==> src/design/ple_pkg.sv <==
package ple_pkg;

    // list geometry
    localparam int CAPACITY = 64;
    localparam int ADDR_W   = (CAPACITY > 1) ? $clog2(CAPACITY) : 1;
    localparam int DATA_W   = 32;
    localparam int CNT_W    = 7;
    localparam int FIDX_W   = 6;
    localparam int CMD_W    = 4;
    localparam int ST_W     = 3;

    // command codes
    typedef enum logic [CMD_W-1:0] {
        CMD_ADD_FRONT    = 4'd0,
        CMD_ADD_BACK     = 4'd1,
        CMD_INSERT_AT    = 4'd2,
        CMD_REMOVE_FRONT = 4'd3,
        CMD_REMOVE_BACK  = 4'd4,
        CMD_REMOVE_AT    = 4'd5,
        CMD_SEARCH       = 4'd6,
        CMD_UPDATE       = 4'd7,
        CMD_REVERSE      = 4'd8,
        CMD_DUMP         = 4'd9
    } cmd_t;

    // result status codes
    typedef enum logic [ST_W-1:0] {
        ST_OK        = 3'd0,
        ST_EMPTY     = 3'd1,
        ST_INVALID   = 3'd2,
        ST_FULL      = 3'd3,
        ST_NOT_FOUND = 3'd4
    } status_t;

endpackage

==> src/design/positional_list_engine_core.sv <==
// Ordered list of up to CAPACITY signed 32-bit entries kept in one single-port-write
// RAM. A command is taken when start is high and busy is low; a command that needs
// more steps keeps busy high until it has finished. Every command answers with one
// result beat (done high for one cycle, last high), except a dump of a non-empty
// list, which gives one beat per entry on consecutive cycles, front first, last high
// on the final one. The receiver cannot stall: each beat must be taken in the cycle
// it appears. The RAM moves or reads one entry per cycle. Rejected commands, an add
// or insert at the end, update, remove of the final entry and reverse of fewer than
// two entries answer in the cycle after start; insert at an index below the end
// first shifts the later entries up and then writes the new one, remove of any other
// entry shifts the later entries down, search stops at the first hit, dump gives one
// beat per cycle once its first read returns, and reverse swaps one pair at a time.
// No clearing is done after reset: the list starts empty.
module positional_list_engine_core
    import ple_pkg::*;
(
    input  logic                     clk,
    input  logic                     rst_n,
    input  logic                     start,
    output logic                     busy,
    input  logic [CMD_W-1:0]         cmd,
    input  logic signed [DATA_W-1:0] entry_value,
    input  logic [CNT_W-1:0]         index,
    output logic                     done,
    output logic [ST_W-1:0]          status,
    output logic                     found,
    output logic [FIDX_W-1:0]        found_index,
    output logic signed [DATA_W-1:0] out_value,
    output logic [CNT_W-1:0]         entry_count,
    output logic                     last
);

    typedef enum logic [9:0] {
        S_IDLE       = 10'b0000000001,
        S_SHIFT_UP   = 10'b0000000010,
        S_PUT        = 10'b0000000100,
        S_SHIFT_DOWN = 10'b0000001000,
        S_SEARCH     = 10'b0000010000,
        S_DUMP       = 10'b0000100000,
        S_REV_A      = 10'b0001000000,
        S_REV_B      = 10'b0010000000,
        S_REV_C      = 10'b0100000000,
        S_REV_D      = 10'b1000000000
    } state_t;

    state_t                   state_reg, state_next;
    logic [CNT_W-1:0]         count_reg, count_next;
    logic [ADDR_W-1:0]        ptr_reg, ptr_next;
    logic [ADDR_W-1:0]        stop_reg, stop_next;
    logic                     issue_reg, issue_next;
    logic                     lag_valid_reg, lag_valid_next;
    logic [ADDR_W-1:0]        lag_addr_reg, lag_addr_next;
    logic signed [DATA_W-1:0] value_reg, value_next;
    logic [DATA_W-1:0]        hold_reg, hold_next;

    logic                     done_reg, done_next;
    status_t                  status_reg, status_next;
    logic                     found_reg, found_next;
    logic [FIDX_W-1:0]        found_index_reg, found_index_next;
    logic [DATA_W-1:0]        out_value_reg, out_value_next;
    logic [CNT_W-1:0]         entry_count_reg, entry_count_next;
    logic                     last_reg, last_next;

    logic                     ram_we;
    logic [ADDR_W-1:0]        ram_waddr;
    logic [DATA_W-1:0]        ram_wdata;
    logic [ADDR_W-1:0]        ram_raddr;
    logic [DATA_W-1:0]        ram_rdata;

    logic [CNT_W-1:0]         ins_pos;
    logic [CNT_W-1:0]         del_pos;
    logic [CNT_W-1:0]         count_dec;
    logic                     list_full;
    logic                     list_empty;
    logic                     scan_active;
    logic [ADDR_W-1:0]        rev_gap;

    ple_ram #(
        .WIDTH (DATA_W),
        .DEPTH (CAPACITY)
    ) u_store (
        .clk   (clk),
        .we    (ram_we),
        .waddr (ram_waddr),
        .wdata (ram_wdata),
        .raddr (ram_raddr),
        .rdata (ram_rdata)
    );

    // positions of the add and remove flavors
    assign count_dec  = count_reg - 7'd1;
    assign list_full  = (count_reg == CNT_W'(CAPACITY));
    assign list_empty = (count_reg == '0);
    assign rev_gap    = stop_reg - ptr_reg;

    always_comb
    begin
        case (cmd_t'(cmd))
            CMD_ADD_FRONT: ins_pos = '0;
            CMD_ADD_BACK:  ins_pos = count_reg;
            default:       ins_pos = index;
        endcase
        case (cmd_t'(cmd))
            CMD_REMOVE_FRONT: del_pos = '0;
            CMD_REMOVE_BACK:  del_pos = list_empty ? '0 : count_dec;
            default:          del_pos = index;
        endcase
    end

    assign scan_active = (state_reg inside {S_SHIFT_UP, S_SHIFT_DOWN, S_SEARCH, S_DUMP});

    // sequencer
    always_comb
    begin
        state_next       = state_reg;
        count_next       = count_reg;
        ptr_next         = ptr_reg;
        stop_next        = stop_reg;
        issue_next       = issue_reg;
        lag_valid_next   = 1'b0;
        lag_addr_next    = ptr_reg;
        value_next       = value_reg;
        hold_next        = hold_reg;

        done_next        = 1'b0;
        status_next      = ST_OK;
        found_next       = 1'b0;
        found_index_next = '0;
        out_value_next   = '0;
        last_next        = 1'b1;

        ram_we           = 1'b0;
        ram_waddr        = ptr_reg;
        ram_wdata        = value_reg;
        ram_raddr        = ptr_reg;

        // shared scan step: one read per cycle, the registered read data comes back in the next cycle
        if (scan_active)
        begin
            lag_valid_next = issue_reg;
            lag_addr_next  = ptr_reg;
            if (issue_reg)
            begin
                if (ptr_reg == stop_reg)
                begin
                    issue_next = 1'b0;
                end
                else if (state_reg == S_SHIFT_UP)
                begin
                    ptr_next = ptr_reg - 1'b1;
                end
                else
                begin
                    ptr_next = ptr_reg + 1'b1;
                end
            end
        end

        case (state_reg)
            S_IDLE:
            begin
                if (start)
                begin
                    value_next = entry_value;
                    case (cmd_t'(cmd))
                        CMD_ADD_FRONT, CMD_ADD_BACK, CMD_INSERT_AT:
                        begin
                            if (list_full)
                            begin
                                done_next   = 1'b1;
                                status_next = ST_FULL;
                            end
                            else if (ins_pos > count_reg)
                            begin
                                done_next   = 1'b1;
                                status_next = ST_INVALID;
                            end
                            else if (ins_pos == count_reg)
                            begin
                                ram_we     = 1'b1;
                                ram_waddr  = ADDR_W'(ins_pos);
                                ram_wdata  = entry_value;
                                count_next = count_reg + 7'd1;
                                done_next  = 1'b1;
                            end
                            else
                            begin
                                ptr_next   = ADDR_W'(count_dec);
                                stop_next  = ADDR_W'(ins_pos);
                                issue_next = 1'b1;
                                state_next = S_SHIFT_UP;
                            end
                        end
                        CMD_REMOVE_FRONT, CMD_REMOVE_BACK, CMD_REMOVE_AT:
                        begin
                            if (list_empty)
                            begin
                                done_next   = 1'b1;
                                status_next = ST_EMPTY;
                            end
                            else if (del_pos >= count_reg)
                            begin
                                done_next   = 1'b1;
                                status_next = ST_INVALID;
                            end
                            else if (del_pos == count_dec)
                            begin
                                count_next = count_dec;
                                done_next  = 1'b1;
                            end
                            else
                            begin
                                ptr_next   = ADDR_W'(del_pos + 7'd1);
                                stop_next  = ADDR_W'(count_dec);
                                issue_next = 1'b1;
                                state_next = S_SHIFT_DOWN;
                            end
                        end
                        CMD_SEARCH:
                        begin
                            if (list_empty)
                            begin
                                done_next   = 1'b1;
                                status_next = ST_NOT_FOUND;
                            end
                            else
                            begin
                                ptr_next   = '0;
                                stop_next  = ADDR_W'(count_dec);
                                issue_next = 1'b1;
                                state_next = S_SEARCH;
                            end
                        end
                        CMD_UPDATE:
                        begin
                            done_next = 1'b1;
                            if (index >= count_reg)
                            begin
                                status_next = ST_INVALID;
                            end
                            else
                            begin
                                ram_we    = 1'b1;
                                ram_waddr = ADDR_W'(index);
                                ram_wdata = entry_value;
                            end
                        end
                        CMD_REVERSE:
                        begin
                            if (count_reg < 7'd2)
                            begin
                                done_next = 1'b1;
                            end
                            else
                            begin
                                ptr_next   = '0;
                                stop_next  = ADDR_W'(count_dec);
                                state_next = S_REV_A;
                            end
                        end
                        CMD_DUMP:
                        begin
                            if (list_empty)
                            begin
                                done_next   = 1'b1;
                                status_next = ST_EMPTY;
                            end
                            else
                            begin
                                ptr_next   = '0;
                                stop_next  = ADDR_W'(count_dec);
                                issue_next = 1'b1;
                                state_next = S_DUMP;
                            end
                        end
                        default:
                        begin
                            done_next = 1'b1;
                        end
                    endcase
                end
            end

            // move entries up by one, back to front
            S_SHIFT_UP:
            begin
                if (lag_valid_reg)
                begin
                    ram_we    = 1'b1;
                    ram_waddr = lag_addr_reg + 1'b1;
                    ram_wdata = ram_rdata;
                end
                if (!issue_reg)
                begin
                    lag_valid_next = 1'b0;
                    state_next     = S_PUT;
                end
            end

            // drop the new entry into the freed slot
            S_PUT:
            begin
                ram_we     = 1'b1;
                ram_waddr  = stop_reg;
                ram_wdata  = value_reg;
                count_next = count_reg + 7'd1;
                done_next  = 1'b1;
                state_next = S_IDLE;
            end

            // move entries down by one, front to back
            S_SHIFT_DOWN:
            begin
                if (lag_valid_reg)
                begin
                    ram_we    = 1'b1;
                    ram_waddr = lag_addr_reg - 1'b1;
                    ram_wdata = ram_rdata;
                end
                if (!issue_reg)
                begin
                    lag_valid_next = 1'b0;
                    count_next     = count_dec;
                    done_next      = 1'b1;
                    state_next     = S_IDLE;
                end
            end

            // compare each returned entry, stop at the first hit
            S_SEARCH:
            begin
                if (lag_valid_reg && (ram_rdata == value_reg))
                begin
                    done_next        = 1'b1;
                    found_next       = 1'b1;
                    found_index_next = FIDX_W'(lag_addr_reg);
                    issue_next       = 1'b0;
                    lag_valid_next   = 1'b0;
                    state_next       = S_IDLE;
                end
                else if (!issue_reg)
                begin
                    done_next      = 1'b1;
                    status_next    = ST_NOT_FOUND;
                    lag_valid_next = 1'b0;
                    state_next     = S_IDLE;
                end
            end

            // one beat per returned entry
            S_DUMP:
            begin
                if (lag_valid_reg)
                begin
                    done_next      = 1'b1;
                    out_value_next = ram_rdata;
                    last_next      = !issue_reg;
                end
                if (!issue_reg)
                begin
                    lag_valid_next = 1'b0;
                    state_next     = S_IDLE;
                end
            end

            // reverse: read low, read high, write low, write high
            S_REV_A:
            begin
                ram_raddr  = ptr_reg;
                state_next = S_REV_B;
            end

            S_REV_B:
            begin
                ram_raddr  = stop_reg;
                hold_next  = ram_rdata;
                state_next = S_REV_C;
            end

            S_REV_C:
            begin
                ram_we     = 1'b1;
                ram_waddr  = ptr_reg;
                ram_wdata  = ram_rdata;
                state_next = S_REV_D;
            end

            S_REV_D:
            begin
                ram_we    = 1'b1;
                ram_waddr = stop_reg;
                ram_wdata = hold_reg;
                if (rev_gap > ADDR_W'(2))
                begin
                    ram_raddr  = ptr_reg + 1'b1;
                    ptr_next   = ptr_reg + 1'b1;
                    stop_next  = stop_reg - 1'b1;
                    state_next = S_REV_B;
                end
                else
                begin
                    done_next  = 1'b1;
                    state_next = S_IDLE;
                end
            end

            default:
            begin
                issue_next = 1'b0;
                state_next = S_IDLE;
            end
        endcase

        entry_count_next = count_next;
    end

    // control state
    always_ff @(posedge clk or negedge rst_n)
    begin
        if (!rst_n)
        begin
            state_reg     <= S_IDLE;
            count_reg     <= '0;
            issue_reg     <= 1'b0;
            lag_valid_reg <= 1'b0;
            done_reg      <= 1'b0;
        end
        else
        begin
            state_reg     <= state_next;
            count_reg     <= count_next;
            issue_reg     <= issue_next;
            lag_valid_reg <= lag_valid_next;
            done_reg      <= done_next;
        end
    end

    // datapath and result beat payload
    always_ff @(posedge clk)
    begin
        ptr_reg         <= ptr_next;
        stop_reg        <= stop_next;
        lag_addr_reg    <= lag_addr_next;
        value_reg       <= value_next;
        hold_reg        <= hold_next;
        status_reg      <= status_next;
        found_reg       <= found_next;
        found_index_reg <= found_index_next;
        out_value_reg   <= out_value_next;
        entry_count_reg <= entry_count_next;
        last_reg        <= last_next;
    end

    assign busy        = (state_reg != S_IDLE);
    assign done        = done_reg;
    assign status      = status_reg;
    assign found       = found_reg;
    assign found_index = found_index_reg;
    assign out_value   = out_value_reg;
    assign entry_count = entry_count_reg;
    assign last        = last_reg;

`ifndef SYNTH
    // fill count moves only together with a result beat
    a_count_with_beat: assert property (@(posedge clk) disable iff (!rst_n)
        (count_reg != $past(count_reg)) |-> done_reg)
        else $error("fill count changed without a result beat");

    // fill count steps by at most one per command
    a_count_step: assert property (@(posedge clk) disable iff (!rst_n)
        (count_reg == $past(count_reg)) || (count_reg == $past(count_reg) + 7'd1) ||
        (count_reg == $past(count_reg) - 7'd1))
        else $error("fill count jumped");

    // writes never land beyond the slot just past the list
    a_write_in_range: assert property (@(posedge clk) disable iff (!rst_n)
        ram_we |-> (CNT_W'(ram_waddr) <= count_reg))
        else $error("store write outside the list");

    // a search hit is a single ok beat
    a_hit_beat: assert property (@(posedge clk) disable iff (!rst_n)
        (done_reg && found_reg) |-> ((status_reg == ST_OK) && last_reg))
        else $error("search hit beat malformed");

    // no read left in flight once idle
    a_idle_drained: assert property (@(posedge clk) disable iff (!rst_n)
        !busy |-> (!lag_valid_reg && !issue_reg))
        else $error("scan still in flight while idle");
`endif

endmodule

==> src/design/ple_ram.sv <==
module ple_ram #(
    parameter int WIDTH = 32,
    parameter int DEPTH = 64,
    localparam int AW = (DEPTH > 1) ? $clog2(DEPTH) : 1
) (
    input  logic             clk,
    input  logic             we,
    input  logic [AW-1:0]    waddr,
    input  logic [WIDTH-1:0] wdata,
    input  logic [AW-1:0]    raddr,
    output logic [WIDTH-1:0] rdata
);

    logic [WIDTH-1:0] mem_reg [DEPTH];
    logic [WIDTH-1:0] rdata_reg;

    // one write port, one registered read port
    always_ff @(posedge clk)
    begin
        if (we)
        begin
            mem_reg[waddr] <= wdata;
        end
        rdata_reg <= mem_reg[raddr];
    end

    assign rdata = rdata_reg;

endmodule

==> config.mk <==
export PLATFORM = sky130hd
export DESIGN_NAME = positional_list_engine_core
export DESIGN_NICKNAME = d
export VERILOG_FILES = /design/src/design/ple_pkg.sv /design/src/design/positional_list_engine_core.sv /design/src/design/ple_ram.sv
export SDC_FILE = /design/constraint.sdc
export NUM_CORES = 2
export LEC_CHECK = 0
export ABC_AREA = 0
export BUFFER_PORTS_ARGS = -buffer_cell sky130_fd_sc_hd__buf_2
export CAP_MARGIN = 20
export CORE_AREA = 2 2 622 500
export DETAILED_ROUTE_END_ITERATION = 8
export DIE_AREA = 0 0 624 502
export PLACE_DENSITY = 0.39
export SLEW_MARGIN = 30
export SYNTH_ARGS = -nofsm -noshare
export SYNTH_HDL_FRONTEND = slang
export SYNTH_HIERARCHICAL = 1
export SYNTH_SLANG_ARGS = --single-unit
==> constraint.sdc <==
create_clock -name clk -period 9.6 [get_ports clk]
set_input_delay 2.88 -clock clk [delete_from_list [all_inputs] [get_ports clk]]
set_output_delay 2.88 -clock clk [all_outputs]
set_load 0.01 [all_outputs]
==> metrics.log <==
INFO  metric power.clock.fraction = 0.266
INFO  metric synthesis.instances = 4,625
INFO  metric worst-endpoint-arrival = 8600 ps
INFO  metric number_of_antenna_violations_at_the_first_check_in_global_routing = 31
INFO  metric finalWeightedCongestion = around 0.86
INFO  metric fin_tns_setup = 0 ps
INFO  metric die_height = 502 um
INFO  metric clock_slew_at_reported_path_ffs = 60 ps
INFO  metric rsz0062_at_grt = false
INFO  metric tightestPinTransition = 1130 ps
INFO  metric cts_htree_levels = 4
INFO  metric synth.top_cells.by_count = 2,118 x sky130_fd_sc_hd__edfxtp_1, 446 x sky130_fd_sc_hd__mux4_2, 196 x sky130_fd_sc_hd__mux2i_1
INFO  metric timing.setup.critical_path_class = input port to register
INFO  metric synth_async_sr_flop_share = 0.008961
INFO  metric synth-edff-count = about 2,100
INFO  metric synth_top_area_cell = sky130_fd_sc_hd__edfxtp_1
INFO  metric power_frac_comb = 0.339
INFO  metric yosys_top_cell_area_share = 0.7164
INFO  metric worst_hold_slack = 468.5 ps
INFO  metric worstRegToRegCells = 15
INFO  metric pwr-share-seq = 0.395
INFO  metric placedInstanceArea = 95,710 um2
INFO  metric synth.avg_cell_area = 19.20 um2
INFO  metric number_of_warnings_reported_in_the_yosys_synthesis_log = 6
INFO  metric clock_skew = approximately 55 ps
INFO  metric numPlacedInstances = slightly below 9,000
INFO  metric drc_marker_count_from_the_first_detailed_route_iteration = 5,816
INFO  metric layout-area-overhead-vs-synth = 15.90%
INFO  metric number_of_pins_with_negative_max_slew_slack_in_the_final_report = 0
INFO  metric syn_area = about 89,000 um2
INFO  metric number_of_global_route_vias_before_repair = 46,840
INFO  metric cts_repair_resize_count = 0
INFO  metric netSwitchingFraction = 0.3698
INFO  metric fp.coreArea = just over 300,000 um2
INFO  metric drv.max_cap_violation_count = 0
INFO  metric timing.critical_path.cells = buf_2 -> nor2_1 -> nand2_1 -> a21oi_1 -> inv_1 -> ha_1 -> nand3_1 -> or2_2 -> nor2_1 -> a22o_1 -> a221oi_1 -> o21ai_0 -> a21boi_1 -> buf_4 -> nand3b_1 -> or2_2 -> nor2_4 -> buf_4
INFO  metric initial_drt_pass_iterations = 6
INFO  metric final_std_cell_area_no_fill = between 100,000 and 150,000 um2
INFO  metric power_density_of_the_placed_cells = approximately 320 nW/um2
INFO  metric setup.worst_path.end_class = register
INFO  metric worst_ir_drop_vdd = 0.0001995 V
INFO  metric overall_power = 32.83 mW
INFO  metric finalCritPeriodShare = 0.8402
INFO  metric critPathTopFamily = simple AND/OR/NAND/NOR gates
INFO  metric post_route_cells_drive_above_1_share = 0.2397
INFO  metric clock_latency = 900 ps
INFO  metric finalNonFillerCells = 9,138
INFO  metric floorplan.die.width = 624 um
INFO  metric r2r_start = lag_addr_next[2]
INFO  metric row_count = 182
INFO  metric track_usage = 0.1913
INFO  metric slew_headroom = 0.2415
INFO  metric synth_top_cells_by_area = sky130_fd_sc_hd__edfxtp_1 72%, sky130_fd_sc_hd__mux4_2 11%, sky130_fd_sc_hd__mux2i_1 2.2%, sky130_fd_sc_hd__dfxtp_1 2.1%, sky130_fd_sc_hd__a22oi_1 1.1%
INFO  metric clock_path_buffers = 4
INFO  metric area.sequential = approximately 66,000 um2
INFO  metric fillCellCount = 28,960
INFO  metric vias_per_cell = 5.256
INFO  metric setup.worst_path.start = cmd[1]
INFO  metric clock_sinks = 2,232
INFO  metric share_of_the_yosys_chip_area_belonging_to_registers = 0.7432
INFO  metric yosys.cell_count.top_type = sky130_fd_sc_hd__edfxtp_1
INFO  metric setup_viol_count_final = 0
INFO  metric worstPathRequired = 10,140 ps
INFO  metric place_hpwl = 194,900 um
INFO  metric worst_path_largest_cell_delay = between 700 and 800 ps
INFO  metric post-cts-setup-buffer-count = 0
INFO  metric path_depth = 18
INFO  metric buffer_ports.inserted = 97
INFO  metric status = finished, final reports clean
INFO  metric ant_nets = 0
INFO  metric final_stage_net_count = 4,985
INFO  metric dr_total_vias = 48,030
INFO  metric path_max_fanout = 16
INFO  metric pin_count_of_the_biggest_net_entering_global_routing = 92
INFO  metric internal_power = 20.69 mW
INFO  metric initial_core_util = 0.2894
INFO  metric cts_tree = built
INFO  metric synth_cell_type_count = between 80 and 90
INFO  metric largest_register_ffs = a little over 2,000
INFO  metric cts.hold.buffers_added = 0
INFO  metric route.detailed.drc = 0
INFO  metric numCtsBuffers = about 240
INFO  metric static-leakage-power = 32.29 nW
INFO  metric multi_input_comb_area = 21,890 um2
INFO  metric reg2reg_slack = 2840 ps
INFO  metric cts_root_buf = sky130_fd_sc_hd__clkbuf_16
INFO  metric postSynthRegisterBits = 2,232
INFO  metric crit_slowest_cell = sky130_fd_sc_hd__a21boi_1
INFO  metric post_drt_wl_per_cell = 33.36 um
INFO  metric setup.worst_path.start_class = input port
INFO  metric critical_path_buf_inv_count = 4
INFO  metric power.net_switching = 12.14 mW
INFO  metric drt_wl_total = 304,800 um
INFO  metric first_pass_grt_wire_length = ~420,000 um
INFO  metric syn_nets = 4,707
INFO  metric timing_limited_maximum_frequency = 124.0 MHz
INFO  metric holdCritPathClass = register to register
INFO  metric pin_count = 98
INFO  metric post-route-min-period = roughly 8100 ps
INFO  metric regToRegEndpoint = u_store/rdata[0]
INFO  metric gr-total-overflow = 0
INFO  metric endpoint = u_store/mem_reg[11][0]
INFO  metric final-hold-violation-count = 0
INFO  metric die-area = 313,200 um2
INFO  metric synth_ff_type = sky130_fd_sc_hd__edfxtp_1
kinds of logic after synthesis:
family,Yosys count,synth area share
compound gates,680,0.05423
xor+xnor,63,0.006215
fa+ha+maj,36,0.005158
buf+inv,314,0.01911
flops,2232,0.7432
mux,643,0.1354
simple gates,657,0.03667
cell usage in the layout, fill, tap and decap left out, types with 24 or more instances in the layout:
cell type	Yosys	layout
sky130_fd_sc_hd__xnor2_1	50	50
sky130_fd_sc_hd__nand2_1	147	141
sky130_fd_sc_hd__buf_12	3	41
sky130_fd_sc_hd__o21ai_0	97	92
sky130_fd_sc_hd__a211oi_1	25	24
sky130_fd_sc_hd__clkbuf_16	0	239
sky130_fd_sc_hd__edfxtp_1	2118	2118
sky130_fd_sc_hd__clkinv_2	0	40
sky130_fd_sc_hd__a222oi_1	33	33
sky130_fd_sc_hd__o22ai_1	48	48
sky130_fd_sc_hd__mux2i_1	196	196
sky130_fd_sc_hd__nor2_1	164	92
sky130_fd_sc_hd__nand3_1	111	96
sky130_fd_sc_hd__ha_1	35	35
sky130_fd_sc_hd__clkbuf_1	128	53
sky130_fd_sc_hd__a21oi_1	112	112
sky130_fd_sc_hd__clkinv_1	1	55
sky130_fd_sc_hd__mux4_2	446	446
sky130_fd_sc_hd__a31oi_1	27	27
sky130_fd_sc_hd__buf_4	28	169
sky130_fd_sc_hd__inv_1	42	41
sky130_fd_sc_hd__and2_1	47	45
sky130_fd_sc_hd__nor2_4	0	68
sky130_fd_sc_hd__nor3_1	32	30
sky130_fd_sc_hd__a22oi_1	133	133
sky130_fd_sc_hd__buf_2	59	97
sky130_fd_sc_hd__dfxtp_1	94	94
per-layer routing:
metal,vias to the layer above,track usage,routed length [um]
met5,-,0,26
met4,4,0.03502,5597
met3,307,0.03026,19660
met2,1680,0.2671,126500
met1,26300,0.3097,153000
li1,19730,-,-
power groups by stage:
| stage | registers, mW | clock network [mW] | logic (mW) |
|---|---|---|---|
| floorplan | 13.1 | 0 | 5.83 |
| global placement | 13.2 | 0 | 11.2 |
| detailed placement | 13.2 | 0 | 11.2 |
| CTS | 13.0 | 8.99 | 11.3 |
| global route | 13.0 | 9.33 | 11.7 |
| finish | 13.0 | 8.75 | 11.1 |
through the flow:
stage                 util  setup WS (ps)
floorplan                -           1196
global placement    0.3117          743.5
detailed placement  0.3120          731.0
CTS                 0.3353           1688
global route        0.3354           1373
finish              0.3355           1534
worst min path at each step:
stage	startpoint	endpoint	cells past startpoint
floorplan	lag_addr_next[2]	lag_addr_reg[2]	0
global placement	lag_addr_next[1]	lag_addr_reg[1]	0
detailed placement	lag_addr_next[1]	lag_addr_reg[1]	0
CTS	lag_addr_next[1]	lag_addr_reg[1]	0
global route	lag_addr_next[1]	lag_addr_reg[1]	0
finish	lag_addr_next[1]	lag_addr_reg[1]	0
layout make-up:
| class | instances | area share |
|---|---|---|
| clock inverter | 123 | 0.009193 |
| antenna | 9 | 0.0002189 |
| tap | 4048 | 0.04922 |
| multi-input combinational | 2079 | 0.2127 |
| inverter | 43 | 0.001569 |
| timing repair buffer | 311 | 0.02562 |
| sequential | 2232 | 0.6413 |
| clock buffer | 293 | 0.06019 |
Power figures use the tool's default switching activity.
